--- src/hsvrgb_pkg.sv ---
// ----------------------------------------------------------------------------
// hsvrgb_pkg
// Types, constants and helpers shared by the HSV to RGB converter pipeline.
// ----------------------------------------------------------------------------
`default_nettype none

package hsvrgb_pkg;

	localparam int HUE_W = 12;
	localparam int PCT_W = 7;
	localparam int DIST_W = 10;
	localparam int SV_W = 14;
	localparam int NUM_W = 23;
	localparam int PROD17_W = 28;
	localparam int QUO_W = 21;
	localparam int RECIP_W = 21;
	localparam int MUL_W = QUO_W + RECIP_W;
	localparam int CH_W = 8;
	localparam int RECIP_SHIFT = 32;
	localparam int DIV_SHIFT = 7;

	localparam logic [HUE_W-1:0] HUE_MAX = 12'd3600;
	localparam logic [PCT_W-1:0] PCT_MAX = 7'd100;
	localparam logic [DIST_W-1:0] SECTOR_TENTHS = 10'd600;
	localparam logic [15:0] V_SCALE = 16'd60000;
	// ceil(2^32 / 3125): exact floor division for quotients below 2^21
	localparam logic [RECIP_W-1:0] RECIP_3125 = 21'd1374390;

	typedef enum logic [2:0] {
		SEC_RY = 3'd0,
		SEC_YG = 3'd1,
		SEC_GC = 3'd2,
		SEC_CB = 3'd3,
		SEC_BM = 3'd4,
		SEC_MR = 3'd5
	} sector_t;

	typedef struct packed {
		logic    vld;
		logic    err;
		sector_t sector;
	} ctl_t;

	function automatic logic [HUE_W-1:0] sector_base(input sector_t sec);
		logic [HUE_W-1:0] base;
		case (sec)
			SEC_RY: base = 12'd0;
			SEC_YG: base = 12'd600;
			SEC_GC: base = 12'd1200;
			SEC_CB: base = 12'd1800;
			SEC_BM: base = 12'd2400;
			SEC_MR: base = 12'd3000;
			default: base = 12'd3000;
		endcase
		return base;
	endfunction

endpackage

`default_nettype wire

--- src/hsvrgb_front.sv ---
// ----------------------------------------------------------------------------
// hsvrgb_front
// Stage 1: range check, hue sector select and distance to the secondary peak.
// ----------------------------------------------------------------------------
`default_nettype none

module hsvrgb_front (
	input  wire logic                            clk,
	input  wire logic                            arst_n,
	input  wire logic                            in_vld,
	input  wire logic [hsvrgb_pkg::HUE_W-1:0]    hue,
	input  wire logic [hsvrgb_pkg::PCT_W-1:0]    sat,
	input  wire logic [hsvrgb_pkg::PCT_W-1:0]    val,
	output hsvrgb_pkg::ctl_t                     ctl_s1,
	output logic      [hsvrgb_pkg::DIST_W-1:0]   dist_s1,
	output logic      [hsvrgb_pkg::PCT_W-1:0]    sat_s1,
	output logic      [hsvrgb_pkg::PCT_W-1:0]    val_s1
);

	hsvrgb_pkg::sector_t sec;
	logic [hsvrgb_pkg::HUE_W-1:0] offs;
	logic [hsvrgb_pkg::DIST_W-1:0] hue_dist;
	logic err;

	always_comb begin
		if (hue < 12'd600) begin
			sec = hsvrgb_pkg::SEC_RY;
		end else if (hue < 12'd1200) begin
			sec = hsvrgb_pkg::SEC_YG;
		end else if (hue < 12'd1800) begin
			sec = hsvrgb_pkg::SEC_GC;
		end else if (hue < 12'd2400) begin
			sec = hsvrgb_pkg::SEC_CB;
		end else if (hue < 12'd3000) begin
			sec = hsvrgb_pkg::SEC_BM;
		end else begin
			sec = hsvrgb_pkg::SEC_MR;
		end
		offs = hue - hsvrgb_pkg::sector_base(sec);
		if (sec == hsvrgb_pkg::SEC_RY || sec == hsvrgb_pkg::SEC_GC ||
				sec == hsvrgb_pkg::SEC_BM) begin
			hue_dist = hsvrgb_pkg::SECTOR_TENTHS - offs[hsvrgb_pkg::DIST_W-1:0];
		end else begin
			hue_dist = offs[hsvrgb_pkg::DIST_W-1:0];
		end
		err = (hue > hsvrgb_pkg::HUE_MAX) || (sat > hsvrgb_pkg::PCT_MAX) ||
			(val > hsvrgb_pkg::PCT_MAX);
	end

	always_ff @(posedge clk or negedge arst_n) begin
		if (!arst_n) begin
			ctl_s1 <= '0;
		end else begin
			ctl_s1 <= '{vld: in_vld, err: err, sector: sec};
		end
	end

	always_ff @(posedge clk) begin
		dist_s1       <= hue_dist;
		sat_s1        <= sat;
		val_s1        <= val;
	end

endmodule

`default_nettype wire

--- src/hsvrgb_chroma.sv ---
// ----------------------------------------------------------------------------
// hsvrgb_chroma
// Stages 2 and 3: chroma, secondary and offset numerators, full scale 6000000.
// ----------------------------------------------------------------------------
`default_nettype none

module hsvrgb_chroma (
	input  wire logic                            clk,
	input  wire logic                            arst_n,
	input  wire hsvrgb_pkg::ctl_t                ctl_s1,
	input  wire logic [hsvrgb_pkg::DIST_W-1:0]   dist_s1,
	input  wire logic [hsvrgb_pkg::PCT_W-1:0]    sat_s1,
	input  wire logic [hsvrgb_pkg::PCT_W-1:0]    val_s1,
	output hsvrgb_pkg::ctl_t                     ctl_s3,
	output logic      [hsvrgb_pkg::NUM_W-1:0]    nc_s3,
	output logic      [hsvrgb_pkg::NUM_W-1:0]    nx_s3,
	output logic      [hsvrgb_pkg::NUM_W-1:0]    nz_s3
);

	hsvrgb_pkg::ctl_t ctl_s2;
	logic [hsvrgb_pkg::SV_W-1:0]   sv_s2;
	logic [hsvrgb_pkg::NUM_W-1:0]  vfull_s2;
	logic [hsvrgb_pkg::DIST_W-1:0] dist_s2;
	logic [hsvrgb_pkg::NUM_W-1:0]  svd;
	logic [hsvrgb_pkg::NUM_W-1:0]  svc;

	assign svd = hsvrgb_pkg::NUM_W'(sv_s2) * hsvrgb_pkg::NUM_W'(dist_s2);
	assign svc = hsvrgb_pkg::NUM_W'(sv_s2) * hsvrgb_pkg::NUM_W'(hsvrgb_pkg::SECTOR_TENTHS);

	always_ff @(posedge clk or negedge arst_n) begin
		if (!arst_n) begin
			ctl_s2 <= '0;
			ctl_s3 <= '0;
		end else begin
			ctl_s2 <= ctl_s1;
			ctl_s3 <= ctl_s2;
		end
	end

	always_ff @(posedge clk) begin
		sv_s2         <= hsvrgb_pkg::SV_W'(sat_s1) * hsvrgb_pkg::SV_W'(val_s1);
		vfull_s2      <= hsvrgb_pkg::NUM_W'(val_s1) * hsvrgb_pkg::NUM_W'(hsvrgb_pkg::V_SCALE);
		dist_s2       <= dist_s1;

		nc_s3         <= vfull_s2;
		nx_s3         <= vfull_s2 - svd;
		nz_s3         <= vfull_s2 - svc;
	end

endmodule

`default_nettype wire

--- src/hsvrgb_div.sv ---
// ----------------------------------------------------------------------------
// hsvrgb_div
// Stages 4 and 5: channel = floor(17 * n / 400000) by shift and reciprocal.
// ----------------------------------------------------------------------------
`default_nettype none

module hsvrgb_div (
	input  wire logic                            clk,
	input  wire logic                            err_s3,
	input  wire logic [hsvrgb_pkg::NUM_W-1:0]    num_s3,
	output logic      [hsvrgb_pkg::CH_W-1:0]     ch_s5
);

	logic [hsvrgb_pkg::PROD17_W-1:0] p17;
	logic [hsvrgb_pkg::QUO_W-1:0]    quo_s4;
	logic                            err_s4;
	logic [hsvrgb_pkg::MUL_W-1:0]    prod;

	assign p17  = {1'b0, num_s3, 4'd0} + hsvrgb_pkg::PROD17_W'(num_s3);
	assign prod = hsvrgb_pkg::MUL_W'(quo_s4) * hsvrgb_pkg::MUL_W'(hsvrgb_pkg::RECIP_3125);

	always_ff @(posedge clk) begin
		quo_s4 <= p17[hsvrgb_pkg::PROD17_W-1:hsvrgb_pkg::DIV_SHIFT];
		err_s4 <= err_s3;
		if (err_s4) begin
			ch_s5 <= '0;
		end else begin
			ch_s5 <= prod[hsvrgb_pkg::RECIP_SHIFT +: hsvrgb_pkg::CH_W];
		end
	end

endmodule

`default_nettype wire

--- src/hsv_to_rgb_converter_top.sv ---
// ----------------------------------------------------------------------------
// hsv_to_rgb_converter_top
// HSV (tenths of a degree, percent) to 8-bit RGB converter, five-stage pipeline.
// ----------------------------------------------------------------------------
// An accepted start leaves the last stage with the done strobe and its result.
// Throughput: one transaction per cycle; busy is always low.
// Results are not held: done marks each result for exactly one cycle.
// Reset clears the stage valid bits and the done and range_error outputs.
`default_nettype none

module hsv_to_rgb_converter_top (
	input  wire logic                            clk,
	input  wire logic                            arst_n,
	input  wire logic                            start,
	output logic                                 busy,
	input  wire logic [hsvrgb_pkg::HUE_W-1:0]    hue_tenths,
	input  wire logic [hsvrgb_pkg::PCT_W-1:0]    saturation_pct,
	input  wire logic [hsvrgb_pkg::PCT_W-1:0]    value_pct,
	output logic                                 done,
	output logic      [hsvrgb_pkg::CH_W-1:0]     red,
	output logic      [hsvrgb_pkg::CH_W-1:0]     green,
	output logic      [hsvrgb_pkg::CH_W-1:0]     blue,
	output logic                                 range_error
);

	hsvrgb_pkg::ctl_t ctl_s1;
	hsvrgb_pkg::ctl_t ctl_s3;
	logic [hsvrgb_pkg::DIST_W-1:0] dist_s1;
	logic [hsvrgb_pkg::PCT_W-1:0]  sat_s1;
	logic [hsvrgb_pkg::PCT_W-1:0]  val_s1;
	logic [hsvrgb_pkg::NUM_W-1:0]  nc_s3;
	logic [hsvrgb_pkg::NUM_W-1:0]  nx_s3;
	logic [hsvrgb_pkg::NUM_W-1:0]  nz_s3;
	logic [hsvrgb_pkg::NUM_W-1:0]  nr;
	logic [hsvrgb_pkg::NUM_W-1:0]  ng;
	logic [hsvrgb_pkg::NUM_W-1:0]  nb;
	logic                          vld_s4;
	logic                          err_s4;

	assign busy = 1'b0;

	hsvrgb_front u_front (
		.clk     (clk),
		.arst_n  (arst_n),
		.in_vld  (start && !busy),
		.hue     (hue_tenths),
		.sat     (saturation_pct),
		.val     (value_pct),
		.ctl_s1  (ctl_s1),
		.dist_s1 (dist_s1),
		.sat_s1  (sat_s1),
		.val_s1  (val_s1)
	);

	hsvrgb_chroma u_chroma (
		.clk     (clk),
		.arst_n  (arst_n),
		.ctl_s1  (ctl_s1),
		.dist_s1 (dist_s1),
		.sat_s1  (sat_s1),
		.val_s1  (val_s1),
		.ctl_s3  (ctl_s3),
		.nc_s3   (nc_s3),
		.nx_s3   (nx_s3),
		.nz_s3   (nz_s3)
	);

	// route chroma, secondary and offset-only terms to channels
	always_comb begin
		case (ctl_s3.sector)
			hsvrgb_pkg::SEC_RY: begin
				nr = nc_s3; ng = nx_s3; nb = nz_s3;
			end
			hsvrgb_pkg::SEC_YG: begin
				nr = nx_s3; ng = nc_s3; nb = nz_s3;
			end
			hsvrgb_pkg::SEC_GC: begin
				nr = nz_s3; ng = nc_s3; nb = nx_s3;
			end
			hsvrgb_pkg::SEC_CB: begin
				nr = nz_s3; ng = nx_s3; nb = nc_s3;
			end
			hsvrgb_pkg::SEC_BM: begin
				nr = nx_s3; ng = nz_s3; nb = nc_s3;
			end
			default: begin
				nr = nc_s3; ng = nz_s3; nb = nx_s3;
			end
		endcase
	end

	hsvrgb_div u_div_r (
		.clk    (clk),
		.err_s3 (ctl_s3.err),
		.num_s3 (nr),
		.ch_s5  (red)
	);

	hsvrgb_div u_div_g (
		.clk    (clk),
		.err_s3 (ctl_s3.err),
		.num_s3 (ng),
		.ch_s5  (green)
	);

	hsvrgb_div u_div_b (
		.clk    (clk),
		.err_s3 (ctl_s3.err),
		.num_s3 (nb),
		.ch_s5  (blue)
	);

	always_ff @(posedge clk or negedge arst_n) begin
		if (!arst_n) begin
			vld_s4      <= 1'b0;
			err_s4      <= 1'b0;
			done        <= 1'b0;
			range_error <= 1'b0;
		end else begin
			vld_s4      <= ctl_s3.vld;
			err_s4      <= ctl_s3.err;
			done        <= vld_s4;
			range_error <= vld_s4 && err_s4;
		end
	end

endmodule

`default_nettype wire

--- config.mk ---
export PLATFORM = sky130hd
export DESIGN_NAME = hsv_to_rgb_converter_top
export DESIGN_NICKNAME = d
export VERILOG_FILES = /design/src/hsvrgb_pkg.sv /design/src/hsvrgb_front.sv /design/src/hsvrgb_chroma.sv /design/src/hsvrgb_div.sv /design/src/hsv_to_rgb_converter_top.sv
export SDC_FILE = /design/constraint.sdc
export NUM_CORES = 2
export LEC_CHECK = 0
export ABC_AREA = 0
export ABC_CLOCK_PERIOD_IN_PS = 7900
export BUFFER_PORTS_ARGS = -buffer_cell sky130_fd_sc_hd__clkbuf_2
export CAP_MARGIN = 10
export CORE_UTILIZATION = 62
export DETAILED_ROUTE_END_ITERATION = 8
export PLACE_DENSITY = 0.85
export SLEW_MARGIN = 20
export SYNTH_ARGS = -nofsm -noshare
export SYNTH_HDL_FRONTEND = slang
export SYNTH_HIERARCHICAL = 1
export SYNTH_SLANG_ARGS = --single-unit
--- constraint.sdc ---
create_clock -name clk -period 7.9 [get_ports clk]
set_input_delay 1.185 -clock clk [delete_from_list [all_inputs] [get_ports clk]]
set_output_delay 1.185 -clock clk [all_outputs]
set_load 0.05 [all_outputs]
### Word level (Yosys, flattened, before mapping)

Index checks and enable logic that the tools add are counted.

| storage, ports and cells | value |
|---|---|
| flip-flop bits (word level) | 237 |
| input bits | 29 |
| logic and storage cells | 82 |

| operators by class | value |
|---|---|
| eq/ne operators | 8 |
| $add $sub $neg | 7 |
| multiplexer cells | 10 |
| reductions and logical operators | 13 |
| magnitude comparators | 8 |
| multipliers | 7 |

Operator list:

| operator | count |
|---|---|
| 23-bit one-hot mux with 2 select lines | 3 |
| 21-bit by 20-bit multiplier with 39-bit output (second input constant) | 3 |
| 27-bit by 23-bit adder with 28-bit output | 3 |
| 10-bit one-hot mux with 5 select lines | 1 |
| 23-bit subtractor | 2 |
| 12-bit by 11-bit less-than comparator with 1-bit output (second input constant) | 2 |
| 12-bit less-than comparator (second input constant) | 2 |
| 14-bit by 10-bit multiplier with 23-bit output | 1 |
| 14-bit by 7-bit multiplier with 20-bit output (second input constant) | 1 |
| 7-bit by 11-bit multiplier with 18-bit output (second input constant) | 1 |
| 7-bit > comparator (second input constant) | 2 |
| 7-bit by 7-bit multiplier with 14-bit output | 1 |
| 3-bit by 2-bit equality test with 1-bit output (second input constant) | 4 |
| 12-bit > comparator (second input constant) | 1 |
| 12-bit by 10-bit less-than comparator with 1-bit output (second input constant) | 1 |
| 3-bit 2-to-1 mux | 4 |
| 2-bit OR reduction | 6 |
| 10-bit 2-to-1 mux | 1 |
| 10-bit subtractor | 1 |
| 10-bit subtractor (first input constant) | 1 |
| 3-bit by 1-bit equality test with 1-bit output (second input constant) | 2 |
| 3-bit equality test (second input constant) | 2 |
| 3-bit logical NOT | 2 |
| 1-bit logical OR | 4 |
| other kinds (2) | 2 |

### Longest topological paths before layout

| depth | value |
|---|---|
| word-level depth | 11 |
| depth in mapped cells | 22 |
| gate-level depth less buffers | 22 |

### By module

Netlist, hierarchy kept.

By module, submodules not included:

| module | area each (sq um) | cells an instance | times used |
|---|---|---|---|
| hsvrgb_chroma | 13,003.7 | 1,380 | 1 |
| hsvrgb_div at u_div_g | 9,574.2 | 966 | 1 |
| hsvrgb_div at u_div_b | 9,429.0 | 937 | 1 |
| hsvrgb_div at u_div_r | 9,402.8 | 933 | 1 |
| hsv_to_rgb_converter_top | 2,468.6 | 381 | 1 |
| hsvrgb_front | 1,360.1 | 137 | 1 |

### Worst setup path before layout

OpenSTA, ideal clock, no wires.

| timing path | value |
|---|---|
| path kind | register to register |
| start | register u_div_b/quo_s4[2] in the netlist's numbering |
| end | register u_div_b/ch_s5[0] in the netlist's numbering |
| clock period less this slack | 5.911 ns |
| path buffers | 0 |
| arrival | 5.788 ns |
| cell stages (with the launch flop) | 20 |
| setup slack | 1.989 ns |
| data required time | 7.777 ns |
| setup time | 0.123 ns |
| cells stage by stage | dfxtp_1 -> inv_1 -> fa_1 -> inv_1 -> ha_1 -> fa_1 -> fa_1 -> fa_1 -> fa_1 -> inv_1 -> fa_1 -> inv_1 -> ha_1 -> a21o_1 -> a21o_1 -> a2111oi_4 -> o211ai_2 -> a31o_1 -> a31oi_1 -> mux2_1 |

| between the ends | value |
|---|---|
| cells in the longest elaborated chain, start to end | 1 |

Ends and longest elaborated chain:

| item | line | text |
|---|---|---|
| start, declared | hsvrgb_div.sv:15 | `logic [hsvrgb_pkg::QUO_W-1:0] quo_s4;` |
| start signal, assigned | hsvrgb_div.sv:23 | `quo_s4 <= p17[hsvrgb_pkg::PROD17_W-1:hsvrgb_pkg::DIV_SHIFT];` |
| 21-bit by 20-bit multiplier with 39-bit output | hsvrgb_div.sv:20 | `assign prod = hsvrgb_pkg::MUL_W'(quo_s4) * hsvrgb_pkg::MUL_W'(hsvrgb_pkg::RECIP_3125);` |
| end signal, assigned | hsvrgb_div.sv:28 | `ch_s5 <= prod[hsvrgb_pkg::RECIP_SHIFT +: hsvrgb_pkg::CH_W];` |
| end, declared | hsvrgb_div.sv:11 | `output logic [hsvrgb_pkg::CH_W-1:0] ch_s5` |

Every way passes these cells.
A chain may end at the register's enable or synchronous reset.

### Worst setup path in the final report

| timing path | value |
|---|---|
| start | register u_div_b/quo_s4[9] in the netlist's numbering |
| end | register u_div_b/ch_s5[1] in the netlist's numbering |

Same word-level chain as after synthesis.

==> impl_metrics.xml <==
<?xml version="1.0" encoding="UTF-8"?>
<metrics>
  <group name="synth">
    <metric name="post_synth_num_cell_types" unit="">103</metric>
    <metric name="synthArstFlopShare" unit="%">8.05</metric>
    <metric name="netlist_area" unit="sq mm">0.0452</metric>
    <metric name="yosysWarnings" unit="">6</metric>
    <metric name="syn_avg_cell_area" unit="sq um">9.56</metric>
    <metric name="synth_enable_flop_cells" unit="">0</metric>
    <metric name="synth_seq_cells" unit="">236</metric>
    <metric name="synthTopCellsByArea" unit="">sky130_fd_sc_hd__fa_1 30%, sky130_fd_sc_hd__ha_1 25%, sky130_fd_sc_hd__dfxtp_1 9.6%</metric>
    <metric name="synth_top_area_share" unit="%">30.2</metric>
    <metric name="synthDominantAreaCellType" unit="">sky130_fd_sc_hd__fa_1</metric>
    <metric name="ys_seq_area_share" unit="%">10.7</metric>
    <metric name="post_synth_top_flop" unit="">sky130_fd_sc_hd__dfxtp_1</metric>
    <metric name="post_synth_inst_count" unit="">4734</metric>
  </group>
  <group name="timing">
    <metric name="grt_setup_unrepaired" unit="">false</metric>
    <metric name="layout_worst_path_cycle_share" unit="%">81.4</metric>
    <metric name="fin_worst_skew" unit="ps">24.8</metric>
    <metric name="fin_crit" unit="ps">6430</metric>
    <metric name="timing_max_transition_violations_final" unit="">0</metric>
    <metric name="maxSlewHeadroom" unit="%">13.6</metric>
    <metric name="hold_violations" unit="">0</metric>
    <metric name="fmax" unit="GHz">0.155</metric>
    <metric name="setup_violations" unit="">0</metric>
    <metric name="setup_tns" unit="ps">0</metric>
    <metric name="worst_pin_slew" unit="ps">1300</metric>
  </group>
  <group name="placement">
    <metric name="hpwlAfterDp" unit="mm">83.0</metric>
    <metric name="gp_congestion" unit="">0.921</metric>
    <metric name="placement.io_buffers" unit="">54</metric>
  </group>
  <group name="outcome">
    <metric name="status" unit="">complete, no violations</metric>
  </group>
  <group name="global_routing">
    <metric name="grt_remaining_overflow" unit="">0</metric>
    <metric name="grt_antenna_before_repair" unit="">1</metric>
    <metric name="grt_first_pass_wirelength" unit="mm">169</metric>
    <metric name="grt_use_total" unit="%">28.1</metric>
    <metric name="first_global_vias" unit="">34700</metric>
    <metric name="grt_start_max_net_pins" unit="">102</metric>
  </group>
  <group name="floorplanning">
    <metric name="floorplan.die.width" unit="microns">272</metric>
    <metric name="standard_cell_row_count" unit="">98</metric>
    <metric name="io_pins" unit="">56</metric>
    <metric name="effective_utilization_at_floorplan" unit="%">63.0</metric>
    <metric name="fp.dieArea" unit="sq mm">0.0740</metric>
    <metric name="die-height" unit="microns">272</metric>
    <metric name="floorplan.core_area" unit="sq mm">0.0719</metric>
  </group>
  <group name="layout">
    <metric name="area_of_the_multi_input_gates" unit="sq mm">0.0359</metric>
    <metric name="insertedDiodeCount" unit="">0</metric>
    <metric name="final_common_cell" unit="">sky130_fd_sc_hd__inv_1</metric>
    <metric name="drive_gt1_share" unit="%">4.77</metric>
    <metric name="layout_common_cells" unit="">1116 x sky130_fd_sc_hd__inv_1, 915 x sky130_fd_sc_hd__ha_1, 683 x sky130_fd_sc_hd__fa_1</metric>
    <metric name="layout.filler_cells" unit="">5396</metric>
    <metric name="synthToLayoutAreaGrowth" unit="%">4.72</metric>
    <metric name="layout.area.seq" unit="sq mm">0.00482</metric>
    <metric name="final_nets" unit="">6381</metric>
  </group>
  <group name="clocking">
    <metric name="cts.reportedPaths.clkPinSlew" unit="ps">70</metric>
    <metric name="cts_sinks" unit="">236</metric>
    <metric name="cts_repair_resize_count" unit="">0</metric>
    <metric name="clock_tree.root_cell" unit="">sky130_fd_sc_hd__clkbuf_16</metric>
    <metric name="cts-hold-fix-buffers" unit="">0</metric>
    <metric name="cts_tree" unit="">built</metric>
    <metric name="cts_max_level" unit="">1</metric>
    <metric name="post_cts_setup_buffers" unit="">0</metric>
    <metric name="clock_tree.buffer_depth" unit="">3</metric>
    <metric name="worst_skew_pair_later_pin_latency" unit="ps">610</metric>
    <metric name="numCtsBuffers" unit="">29</metric>
  </group>
  <group name="detailed_routing">
    <metric name="wl_per_cell" unit="microns">17.6</metric>
    <metric name="drt_first_pass_iters" unit="">6</metric>
    <metric name="vias" unit="">32900</metric>
    <metric name="final_antenna_net_count" unit="">0</metric>
    <metric name="wirelength" unit="mm">101</metric>
    <metric name="remaining_design_rule_violation_count" unit="">0</metric>
    <metric name="via_per_inst" unit="">5.74</metric>
    <metric name="drt_first_iter_violations" unit="">2098</metric>
  </group>
  <group name="critical_path">
    <metric name="crit_path_start_kind" unit="">register</metric>
    <metric name="worstPathMaxFanout" unit="">12</metric>
    <metric name="critical_path_class" unit="">register to register</metric>
    <metric name="cp.arrival" unit="ps">6930</metric>
    <metric name="timing.critical_path.mode_cell" unit="">sky130_fd_sc_hd__fa_1</metric>
    <metric name="setup.worst_path.end_class" unit="">register</metric>
    <metric name="crit_chain" unit="">fa_1 &gt; ha_1 &gt; fa_1 &gt; fa_1 &gt; fa_1 &gt; fa_1 &gt; inv_1 &gt; fa_1 &gt; inv_1 &gt; ha_1 &gt; a21oi_1 &gt; o221ai_1 &gt; a221oi_1 &gt; nor2_1 &gt; a211o_1 &gt; a21oi_1 &gt; mux2_2</metric>
    <metric name="slowest_stage" unit="">sky130_fd_sc_hd__dfxtp_1</metric>
    <metric name="timing.critical_path.slowest_cell_delay" unit="ps">870</metric>
    <metric name="critical_path_required" unit="ps">8400</metric>
  </group>
  <group name="worst_hold_path">
    <metric name="holdCritPathClass" unit="">register to register</metric>
  </group>
  <group name="job">
    <metric name="max-cap-violations" unit="">0</metric>
  </group>
</metrics>
-- critical path, delay by kind of cell (launching register included) --
| kind | cells | cell delay (ps) |
|---|---|---|
| adders and majority gates | 8 | 3750 |
| AOI/OAI and AO/OA | 5 | 1140 |
| DFF | 1 | 870 |
| muxes | 1 | 350 |
| buffers and inverters | 2 | 110 |
| and+or+nand+nor | 1 | 100 |
-- path summary, 6_finish.rpt --
| check | from | end | slack (ps) | depth (start not counted) |
|---|---|---|---|---|
| setup / recovery | u_div_b/quo_s4[9]$_DFF_P_ | u_div_b/ch_s5[1]$_SDFF_PP0_ | 1470 | 17 |
| hold / removal | u_front/dist_s1[9]$_DFF_P_ | u_chroma/dist_s2[9]$_DFF_P_ | 320 | 0 |
| setup reg to reg | u_div_b/quo_s4[9]$_DFF_P_ | u_div_b/ch_s5[1]$_SDFF_PP0_ | 1470 | 17 |
| hold reg to reg | u_front/dist_s1[9]$_DFF_P_ | u_chroma/dist_s2[9]$_DFF_P_ | 320 | 0 |
| max in group asynchronous | arst_n | u_chroma/ctl_s3[2]$_DFF_PN0_ | 7030 | 1 |
| min in group asynchronous | arst_n | u_chroma/ctl_s2[4]$_DFF_PN0_ | 520 | 1 |
-- per-layer routing --
metal | routed length, microns | GRT usage (%)
met1 | 40300 | 34.4
met2 | 50400 | 50.0
met3 | 5200 | 2.96
met4 | 4620 | 12.2
met5 | 0 | 0
-- kinds of logic (layout without fill, tap and decap cells) --
| kind of cell | after synthesis | in the layout | synth area share [%] |
|---|---|---|---|
| adders and majority gates | 1598 | 1598 | 55.5 |
| muxes | 15 | 15 | 0.373 |
| and+or+nand+nor | 823 | 823 | 9.59 |
| buffers and inverters | 1201 | 1235 | 10.1 |
| AOI/OAI and AO/OA | 691 | 691 | 10.4 |
| xor gates and xnor gates | 168 | 168 | 3.27 |
| DFF | 236 | 236 | 10.7 |
| other | 2 | 9 | 0.0166 |
-- sequential cells by signal, summed over array words and instances (netlist names), 5 cells and up --
name               cells
u_chroma/ctl_s2        5
u_chroma/ctl_s3        5
u_chroma/dist_s2      10
u_chroma/nc_s3        18
u_chroma/nx_s3        23
u_chroma/nz_s3        20
u_chroma/sv_s2        14
u_chroma/vfull_s2     18
u_div_b/ch_s5          8
u_div_b/quo_s4        21
u_div_g/ch_s5          8
u_div_g/quo_s4        21
u_div_r/ch_s5          8
u_div_r/quo_s4        21
u_front/ctl_s1         5
u_front/dist_s1       10
u_front/sat_s1         7
u_front/val_s1         7
-- Yosys cell counts, drive strengths merged (57+ instances only) --
master and count:
a211oi 69, a21o 64, nor2 159, nand2 200, xnor2 115, and2 118
fa 683, inv 1116, clkbuf 57, ha 915, o21ai 111, dfxtp 217
a21oi 213
-- metrics by stage --
stage / util (%) / instance area, sq um / worst slack (ps) / cells / hold slack, ps
5_1_grt: 65.9 / 47400 / 1120 / 5725 / 331
3_5_place_dp: 64.6 / 46400 / 1530 / 5672 / 312
6_report: 65.9 / 47400 / 1470 / 5725 / 325
4_1_cts: 65.9 / 47400 / 1490 / 5724 / 326
3_3_place_gp: 64.6 / 46400 / 1700 / 5672 / 311
2_1_floorplan: - / 45300 / 1990 / 4741 / 310
-- area by class of cell --
class | count | area share, %
Sequential cell | 236 | 10.2
Timing Repair Buffer | 67 | 0.771
Inverter | 1116 | 8.84
Clock buffer | 36 | 1.67
Multi-Input combinational cell | 3304 | 75.7
Clock inverter | 16 | 0.291
Tap cell | 950 | 2.51
Power is left out: the tool's default activity adds up to more than one toggle a clock period on the data nets, which glitch-free logic cannot reach.
